$ cat config.mk
export PLATFORM = sky130hd
export DESIGN_NAME = linear_resampler_to_48k_stereo_top
export DESIGN_NICKNAME = d
export VERILOG_FILES = /design/src/lrs48_pkg.sv /design/src/lrs48_ctrl.sv /design/src/lrs48_dp.sv /design/src/linear_resampler_to_48k_stereo_top.sv
export SDC_FILE = /design/constraint.sdc
export NUM_CORES = 2
export LEC_CHECK = 0
export ABC_CLOCK_PERIOD_IN_PS = 11380
export BUFFER_PORTS_ARGS = -buffer_cell sky130_fd_sc_hd__buf_4
export CAP_MARGIN = 0
export CORE_MARGIN = 2
export CORE_UTILIZATION = 35
export DETAILED_ROUTE_END_ITERATION = 10
export PLACE_DENSITY = 0.59
export SYNTH_ARGS = -nofsm -noshare
export SYNTH_HDL_FRONTEND = slang
export SYNTH_SLANG_ARGS = --single-unit
$ cat constraint.sdc
create_clock -name aclk -period 11.38 [get_ports aclk]
set_input_delay 0.569 -clock aclk [delete_from_list [all_inputs] [get_ports aclk]]
set_output_delay 0.569 -clock aclk [all_outputs]
set_load 0.1 [all_outputs]
$ cat src/lrs48_pkg.sv
// Shared constants and controller/datapath interface types for the 48 kHz resampler.
package lrs48_pkg;

    localparam int SAMPLE_W    = 16;
    localparam int RATE_W      = 16;
    localparam int FRAC_W      = 32;
    localparam int STEP_W      = 33;
    localparam int POS_W       = 34;
    localparam int CNT_W       = 3;
    localparam int DIV_CNT_W   = 1;
    localparam int CFG_IDX_W   = 2;
    localparam int STEP_PROD_W = 48;
    localparam int STEP_FRAC_W = 15;

    localparam logic [CNT_W-1:0]     MAX_OUT     = 3'd6;
    localparam logic [RATE_W-1:0]    TARGET_RATE = 16'd48000;
    localparam logic [DIV_CNT_W-1:0] DIV_LAST    = 1'd1;
    localparam logic [STEP_W-1:0]    STEP_RESET  = 33'h1_0000_0000;

    // step = rate * 2^32 / 48000 = rate * 89478 + floor(rate * 182 / 375);
    // the second term is rate * 182 * ceil(2^33 / 375) >> 33
    localparam logic [STEP_W-1:0]      STEP_INT_K  = 33'd89478;
    localparam logic [STEP_PROD_W-1:0] STEP_FRAC_K = 48'd4168981726;

    localparam logic [CFG_IDX_W-1:0] REG_SOURCE_RATE = 2'd0;
    localparam logic [CFG_IDX_W-1:0] REG_MONO_SOURCE = 2'd1;

    typedef struct packed {
        logic load_cur;
        logic store_first;
        logic clear_interp;
        logic start_run;
        logic mul;
        logic emit;
        logic finish;
        logic pass_emit;
        logic div_step;
    } lrs48_cmd_t;

    typedef struct packed {
        logic rate_zero;
        logic pass_mode;
        logic primed;
        logic pos_below_one;
        logic run_full;
        logic out_free;
        logic div_last;
        logic cfg_start;
    } lrs48_sts_t;

endpackage

$ cat src/lrs48_ctrl.sv
// Sequencer: per-request decisions, output loop and step-division timing.
module lrs48_ctrl
    import lrs48_pkg::*;
(
    input  logic       aclk,
    input  logic       aresetn,
    input  logic       s_tvalid,
    output logic       s_tready,
    input  lrs48_sts_t sts,
    output lrs48_cmd_t cmd
);

    typedef enum logic [2:0] {
        S_IDLE,
        S_DIV,
        S_MUL,
        S_OUT,
        S_PASS
    } state_t;

    state_t state_reg, state_next;
    logic   accept;

    assign s_tready = (state_reg == S_IDLE);
    assign accept   = s_tvalid && s_tready;

    always_comb begin
        state_next = state_reg;
        cmd        = '0;
        case (state_reg)
            S_IDLE: begin
                if (accept) begin
                    cmd.load_cur = 1'b1;
                    if (sts.rate_zero) begin
                        state_next = S_IDLE;
                    end else if (sts.pass_mode) begin
                        cmd.clear_interp = 1'b1;
                        state_next       = S_PASS;
                    end else if (!sts.primed) begin
                        cmd.store_first = 1'b1;
                    end else begin
                        cmd.start_run = 1'b1;
                        state_next    = S_MUL;
                    end
                end
            end
            S_DIV: begin
                cmd.div_step = 1'b1;
                if (sts.div_last) begin
                    state_next = S_IDLE;
                end
            end
            S_MUL: begin
                if (sts.pos_below_one && !sts.run_full) begin
                    cmd.mul    = 1'b1;
                    state_next = S_OUT;
                end else begin
                    cmd.finish = 1'b1;
                    state_next = S_IDLE;
                end
            end
            S_OUT: begin
                if (sts.out_free) begin
                    cmd.emit   = 1'b1;
                    state_next = S_MUL;
                end
            end
            S_PASS: begin
                if (sts.out_free) begin
                    cmd.pass_emit = 1'b1;
                    state_next    = S_IDLE;
                end
            end
            default: begin
                state_next = S_IDLE;
            end
        endcase
        if (sts.cfg_start) begin
            cmd.div_step = 1'b0;
            state_next   = S_DIV;
        end
    end

    always_ff @(posedge aclk) begin
        if (!aresetn) begin
            state_reg <= S_IDLE;
        end else begin
            state_reg <= state_next;
        end
    end

    a_no_accept_in_div: assert property (@(posedge aclk) disable iff (!aresetn)
        state_reg == S_DIV |-> !s_tready)
        else $error("request accepted during step division");
    a_run_enters_mul: assert property (@(posedge aclk) disable iff (!aresetn)
        cmd.start_run && !sts.cfg_start |=> state_reg == S_MUL)
        else $error("run start did not enter the output loop");
    a_emit_only_free: assert property (@(posedge aclk) disable iff (!aresetn)
        cmd.emit || cmd.pass_emit |-> sts.out_free)
        else $error("output loaded while occupied");

endmodule

$ cat src/lrs48_dp.sv
// Datapath: config registers, phase-step logic, position, blend multipliers, output register.
module lrs48_dp
    import lrs48_pkg::*;
(
    input  logic                 aclk,
    input  logic                 aresetn,
    input  logic                 cfg_we,
    input  logic [CFG_IDX_W-1:0] cfg_index,
    input  logic [RATE_W-1:0]    cfg_wdata,
    input  logic [31:0]          s_tdata,
    output logic                 m_tvalid,
    input  logic                 m_tready,
    output logic [31:0]          m_tdata,
    output logic                 m_tlast,
    input  lrs48_cmd_t           cmd,
    output lrs48_sts_t           sts
);

    logic [RATE_W-1:0]          source_rate_reg;
    logic                       mono_reg;
    logic [STEP_W-1:0]          rate_step_reg;
    logic [DIV_CNT_W-1:0]       div_cnt_reg;
    logic [STEP_W-1:0]          step_int_reg;
    logic [STEP_FRAC_W-1:0]     step_frac_reg;
    logic signed [SAMPLE_W-1:0] cur_l_reg, cur_r_reg;
    logic signed [SAMPLE_W-1:0] prev_l_reg, prev_r_reg;
    logic                       primed_reg;
    logic [POS_W-1:0]           pos_reg;
    logic [CNT_W-1:0]           run_cnt_reg;
    logic signed [17:0]         prod_l_reg, prod_r_reg;
    logic                       m_tvalid_reg;
    logic [31:0]                m_tdata_reg;
    logic                       m_tlast_reg;

    logic                       cfg_rate_wr, cfg_mono_wr, cfg_clear;
    logic [STEP_W-1:0]          step_int_prod;
    logic [STEP_PROD_W-1:0]     step_frac_prod;
    logic signed [SAMPLE_W-1:0] in_l, in_r;
    logic signed [16:0]         diff_l, diff_r;
    logic signed [49:0]         prod_l, prod_r;
    logic signed [17:0]         sum_l, sum_r;
    logic [SAMPLE_W-1:0]        sat_l, sat_r;
    logic [POS_W-1:0]           pos_adv, pos_wrap;

    function automatic logic [SAMPLE_W-1:0] clamp16(input logic signed [17:0] v);
        logic [SAMPLE_W-1:0] r;
        if (v > 18'sd32767) begin
            r = 16'h7FFF;
        end else if (v < -18'sd32768) begin
            r = 16'h8000;
        end else begin
            r = v[SAMPLE_W-1:0];
        end
        return r;
    endfunction

    assign cfg_rate_wr = cfg_we && (cfg_index == REG_SOURCE_RATE);
    assign cfg_mono_wr = cfg_we && (cfg_index == REG_MONO_SOURCE);
    assign cfg_clear   = cfg_rate_wr || cfg_mono_wr;

    // Phase step: constant multiplies registered first, summed on the last step cycle.
    assign step_int_prod  = {{(STEP_W-RATE_W){1'b0}}, source_rate_reg} * STEP_INT_K;
    assign step_frac_prod = {{(STEP_PROD_W-RATE_W){1'b0}}, source_rate_reg} * STEP_FRAC_K;

    assign in_l = s_tdata[15:0];
    assign in_r = mono_reg ? s_tdata[15:0] : s_tdata[31:16];

    assign diff_l = {cur_l_reg[15], cur_l_reg} - {prev_l_reg[15], prev_l_reg};
    assign diff_r = {cur_r_reg[15], cur_r_reg} - {prev_r_reg[15], prev_r_reg};
    assign prod_l = diff_l * $signed({1'b0, pos_reg[FRAC_W-1:0]});
    assign prod_r = diff_r * $signed({1'b0, pos_reg[FRAC_W-1:0]});

    assign sum_l = {{2{prev_l_reg[15]}}, prev_l_reg} + prod_l_reg;
    assign sum_r = {{2{prev_r_reg[15]}}, prev_r_reg} + prod_r_reg;
    assign sat_l = clamp16(sum_l);
    assign sat_r = clamp16(sum_r);

    assign pos_adv  = pos_reg + {1'b0, rate_step_reg};
    assign pos_wrap = (pos_reg[POS_W-1:FRAC_W] != 2'b00)
                    ? pos_reg - {2'b01, {FRAC_W{1'b0}}} : pos_reg;

    assign sts.rate_zero     = (source_rate_reg == '0);
    assign sts.pass_mode     = (source_rate_reg == TARGET_RATE) && !mono_reg;
    assign sts.primed        = primed_reg;
    assign sts.pos_below_one = (pos_reg[POS_W-1:FRAC_W] == 2'b00);
    assign sts.run_full      = (run_cnt_reg == MAX_OUT);
    assign sts.out_free      = !m_tvalid_reg || m_tready;
    assign sts.div_last      = (div_cnt_reg == '0);
    assign sts.cfg_start     = cfg_rate_wr;

    assign m_tvalid = m_tvalid_reg;
    assign m_tdata  = m_tdata_reg;
    assign m_tlast  = m_tlast_reg;

    always_ff @(posedge aclk) begin
        if (!aresetn) begin
            source_rate_reg <= TARGET_RATE;
            mono_reg        <= 1'b0;
            rate_step_reg   <= STEP_RESET;
            div_cnt_reg     <= '0;
            prev_l_reg      <= '0;
            prev_r_reg      <= '0;
            primed_reg      <= 1'b0;
            pos_reg         <= '0;
            run_cnt_reg     <= '0;
            m_tvalid_reg    <= 1'b0;
        end else begin
            if (cfg_rate_wr) begin
                source_rate_reg <= cfg_wdata;
                div_cnt_reg     <= DIV_LAST;
            end else if (cmd.div_step) begin
                if (sts.div_last) begin
                    rate_step_reg <= step_int_reg
                                   + {{(STEP_W-STEP_FRAC_W){1'b0}}, step_frac_reg};
                end else begin
                    div_cnt_reg <= div_cnt_reg - 1'b1;
                end
            end
            if (cfg_mono_wr) begin
                mono_reg <= cfg_wdata[0];
            end

            if (cfg_clear || cmd.clear_interp) begin
                prev_l_reg <= '0;
                prev_r_reg <= '0;
                primed_reg <= 1'b0;
                pos_reg    <= '0;
            end else if (cmd.store_first) begin
                prev_l_reg <= in_l;
                prev_r_reg <= in_r;
                primed_reg <= 1'b1;
            end else if (cmd.emit) begin
                pos_reg <= pos_adv;
            end else if (cmd.finish) begin
                pos_reg    <= pos_wrap;
                prev_l_reg <= cur_l_reg;
                prev_r_reg <= cur_r_reg;
            end

            if (cmd.start_run) begin
                run_cnt_reg <= '0;
            end else if (cmd.emit) begin
                run_cnt_reg <= run_cnt_reg + 1'b1;
            end

            if (cmd.emit || cmd.pass_emit) begin
                m_tvalid_reg <= 1'b1;
            end else if (m_tready) begin
                m_tvalid_reg <= 1'b0;
            end
        end
    end

    always_ff @(posedge aclk) begin
        if (cmd.div_step) begin
            step_int_reg  <= step_int_prod;
            step_frac_reg <= step_frac_prod[STEP_PROD_W-1:STEP_PROD_W-STEP_FRAC_W];
        end
        if (cmd.load_cur) begin
            cur_l_reg <= in_l;
            cur_r_reg <= in_r;
        end
        if (cmd.mul) begin
            prod_l_reg <= prod_l[49:32];
            prod_r_reg <= prod_r[49:32];
        end
        if (cmd.emit) begin
            m_tdata_reg <= {sat_r, sat_l};
            m_tlast_reg <= (pos_adv[POS_W-1:FRAC_W] != 2'b00)
                        || (run_cnt_reg == MAX_OUT - 1'b1);
        end else if (cmd.pass_emit) begin
            m_tdata_reg <= {cur_r_reg, cur_l_reg};
            m_tlast_reg <= 1'b1;
        end
    end

    a_run_bound: assert property (@(posedge aclk) disable iff (!aresetn)
        run_cnt_reg <= MAX_OUT)
        else $error("output count past limit");
    a_last_at_limit: assert property (@(posedge aclk) disable iff (!aresetn)
        cmd.emit && run_cnt_reg == MAX_OUT - 1'b1 |=> m_tvalid_reg && m_tlast_reg)
        else $error("final pair of a full run not marked last");
    a_pass_clears: assert property (@(posedge aclk) disable iff (!aresetn)
        cmd.pass_emit |=> m_tlast_reg && !primed_reg)
        else $error("passthrough left interpolation state");

endmodule

$ cat src/linear_resampler_to_48k_stereo_top.sv
// Top level of the linear-interpolation resampler to 48 kHz stereo.
// Each accepted request is one source sample pair; the block returns every 48 kHz pair whose
// position falls between the previous and the current source sample, at most six per request,
// the last one flagged by m_tlast. Each output pair takes a 17x33 multiply per channel, then
// the add and clamp into the output register, which waits while that register is occupied;
// a closing step then ends the run. A 48 kHz stereo source passes straight through;
// otherwise the first sample after reset or a write only primes the interpolator. Writing
// source_rate starts a phase-step computation (constant multiplies, then an add), during
// which s_tready stays low. The output register lets the next request in while a pair
// still waits on m_tready.
module linear_resampler_to_48k_stereo_top
    import lrs48_pkg::*;
(
    input  logic                 aclk,
    input  logic                 aresetn,
    input  logic                 cfg_we,
    input  logic [CFG_IDX_W-1:0] cfg_index,
    input  logic [RATE_W-1:0]    cfg_wdata,
    input  logic                 s_tvalid,
    output logic                 s_tready,
    input  logic [31:0]          s_tdata,   // [15:0] left_sample, [31:16] right_sample
    output logic                 m_tvalid,
    input  logic                 m_tready,
    output logic [31:0]          m_tdata,   // [15:0] out_left, [31:16] out_right
    output logic                 m_tlast    // last_of_run
);

    lrs48_cmd_t cmd;
    lrs48_sts_t sts;

    lrs48_ctrl u_ctrl (
        .aclk     (aclk),
        .aresetn  (aresetn),
        .s_tvalid (s_tvalid),
        .s_tready (s_tready),
        .sts      (sts),
        .cmd      (cmd)
    );

    lrs48_dp u_dp (
        .aclk      (aclk),
        .aresetn   (aresetn),
        .cfg_we    (cfg_we),
        .cfg_index (cfg_index),
        .cfg_wdata (cfg_wdata),
        .s_tdata   (s_tdata),
        .m_tvalid  (m_tvalid),
        .m_tready  (m_tready),
        .m_tdata   (m_tdata),
        .m_tlast   (m_tlast),
        .cmd       (cmd),
        .sts       (sts)
    );

endmodule

==> flow_summary_export.csv <==
group,metric,value,unit
grt,grt_max_degree,96,
routing,viasPerCell,5.17,
timing,worst_slack,1.38,ns
finish,layout_common_cells,"inv_1 (1587), fa_1 (1178), nand2_1 (976)",
power_and_ir_drop,power_density,135,nW/um^2
die,start_util,0.351,
timing,finalSetupTns,0,ns
timing,min_period_over_period,0.879,
timing,slew_headroom,0.171,
timing,rsz0062_at_grt,"false",
synth,ys_ff_latch,273,
clock_network,holdBufCountCts,0,
finish,largest_register_ffs,34,
finish,drive_above_1_share,0.0524,
synth,synth_area,64100,um^2
die,die_x,432,um
critical_path,worstPathArrival,10.37,ns
placed_design,place_ws,1.63,ns
power_and_ir_drop,power_frac_comb,0.721,
worst_hold_path,hold_path_class,"input port to flop",
clock_network,insertion_delay,0.63,ns
timing,hold_viol,0,
clock_network,cts_max_level,1,
synth,synth_largest_area_cell,"fa_1",
placed_design,hpwl,147,mm
timing,final_max_slew_viol_count,0,
timing,period_needed,10.0,ns
routing,finalWirelength,190,mm
finish,fin_nets,9041,
routing,antenna_left,0,
clock_network,cts_buffers,31,
critical_path,cp-start-kind,"flop",
synth,syn_area_per_cell,8.92,um^2
placed_design,gp_congestion,0.934,
die,coreArea,182000,um^2
clock_network,cts_tree,"yes",
synth,synth_cells,7194,
synth,yosysWarnings,0,
routing,drtIter0Drc,3383,
synth,async_flop_share,0,
finish,area_growth,7.04,%
routing,first_pass_iters,6,
grt,grt_pass1_wl,299,mm
power_and_ir_drop,switchingPower,4.89,mW
critical_path,cp_slowest_cell,"a311oi_1",
routing,route.detailed.drc,0,
clock_network,postCtsSetupRepairBufs,0,
critical_path,slowest_delay,1.12,ns
synth,synth_edf_count,148,
finish,final_common_cell,"inv_1",
timing,fin_skew,0.0216,ns
clock_network,cts_resized,0,
critical_path,required,11.75,ns
synth,yosysUniqueCellTypes,95,
timing,setup_viol,0,
clock_network,cts_root_buffer,"clkbuf_16",
synth,synth-main-ff-cell,"edfxtp_1",
grt,antenna_found_initial,3,
job,cap_violations,0,
grt,grtUsageTotal,0.206,
power_and_ir_drop,p_seq_frac,0.162,
clock_network,cts_buffer_depth,3,
critical_path,critical_path_class,"flop to flop",
routing,num_vias,49000,
grt,grt_remaining_overflow,0,
synth,ys_top_cells_by_area,"fa_1 (37%), ha_1 (14%), inv_1 (9.3%)",
die,die_area,187000,um^2
die,top_level_ports,90,
synth,synth-seq-area-share,0.108,
die,rows,157,
timing,worst_pin_slew,1.24,ns
power_and_ir_drop,leakagePower,33.8,nW
synth,synth_nets,9156,
finish,multi_input_area,50100,um^2
power_and_ir_drop,netSwitchingFraction,0.528,
clock_network,cts_sinks,273,
clock_network,clkTransAtPathRegs,0.07,ns
synth,synth_top_area_frac,0.368,
critical_path,end_kind,"flop",
grt,grt_pass1_vias,51600,
timing,fmax,100,MHz
die,die_height,432,um
finish,ff_latch_area,6950,um^2
critical_path,worstPathMaxFanout,19,
power_and_ir_drop,ir_worst_vdd,0.186,mV
placed_design,portBuffers,89,
critical_path,crit_top_cell,"fa_1",
power_and_ir_drop,clock_power_share,0.117,
power_and_ir_drop,p_int,4.38,mW
routing,routedWlPerCell,20.0,um
status,outcome,"completed",
finish,fillCellCount,18300,
## worst max-delay path: cells and delay by family (launching register included)
kind                       cells  cell delay (ns)
DFF                            1             0.45
xor gates and xnor gates       1             0.10
and+or+nand+nor                5             1.50
adders and majority gates      8             3.55
AOI/OAI and AO/OA             13             3.92
buffers and inverters          4             0.21
## synthesized netlist by cell type (all sizes together), types with 17 or more instances
| master | count |
|---|---|
| buf | 36 |
| inv | 1587 |
| nand3 | 80 |
| nor3b | 27 |
| or3 | 17 |
| and3 | 33 |
| and2 | 191 |
| a31oi | 38 |
| or2 | 31 |
| o311ai | 28 |
| nor2b | 181 |
| a21oi | 253 |
| nor3 | 48 |
| o22ai | 30 |
| dfxtp | 125 |
| xor2 | 54 |
| mux2i | 37 |
| xnor2 | 118 |
| a21o | 71 |
| clkbuf | 322 |
| nand2b | 28 |
| nand2 | 978 |
| ha | 729 |
| edfxtp | 148 |
| o21a | 23 |
| a211oi | 67 |
| nor2 | 250 |
| or4 | 24 |
| nand4 | 53 |
| o211ai | 55 |
| fa | 1178 |
| o21ai | 142 |
## worst paths after layout
path                           start                   end  slack (ns)  cells past startpoint
max               u_dp.prev_l_reg[1]   u_dp.prod_l_reg[14]        1.38                     31
min                       s_tdata[6]     u_dp.cur_l_reg[6]        0.17                      1
max reg2reg       u_dp.prev_l_reg[1]   u_dp.prod_l_reg[14]        1.38                     31
min reg2reg  u_dp.source_rate_reg[0]  u_dp.step_int_reg[1]        0.46                      0
## power groups by stage
stage | sequential (mW) | combinational (mW) | clock, mW
after CTS | 1.50 | 6.66 | 1.10
after global routing | 1.52 | 7.48 | 1.14
after floorplan | 1.53 | 4.54 | 0
after detailed placement | 1.52 | 6.59 | 0
final | 1.50 | 6.69 | 1.08
after global placement | 1.53 | 6.49 | 0
## metal layers
metal  wire [um]  track usage  vias up
met5          20            0        -
met4        6400       0.0615        2
met3       12400       0.0265      278
met2       88400        0.338     1552
met1       82300        0.284    25000
li1            -            -    22200
## metrics by stage
stage                     instances  cell area (um^2)   util  hold WS (ns)  power, mW
after floorplan                7194             64100      -         0.436       6.07
after global placement         9431             67600  0.370         0.432       8.01
after detailed placement       9431             67600  0.370         0.435       8.12
after CTS                      9489             68600  0.376         0.146       9.27
after global routing           9490             68700  0.376         0.156       10.1
final                          9491             68700  0.376         0.168       9.27
## cell type report
cell class / instances / share of cell area
Multi-Input combinational cell: 4974 / 0.730
Sequential cell: 273 / 0.101
Inverter: 1589 / 0.0869
Tap cell: 2385 / 0.0435
Timing Repair Buffer: 210 / 0.0231
Clock buffer: 35 / 0.0115
Clock inverter: 23 / 0.00403
Antenna cell: 2 / 0.0000729
## cells by family after synthesis
group,synth area share
fa+ha+maj,0.510
flops,0.108
buf+inv,0.115
compound gates,0.0900
xor+xnor,0.0235
mux,0.00858
simple gates,0.145
Note: power is estimated with default switching activity, not from simulation.
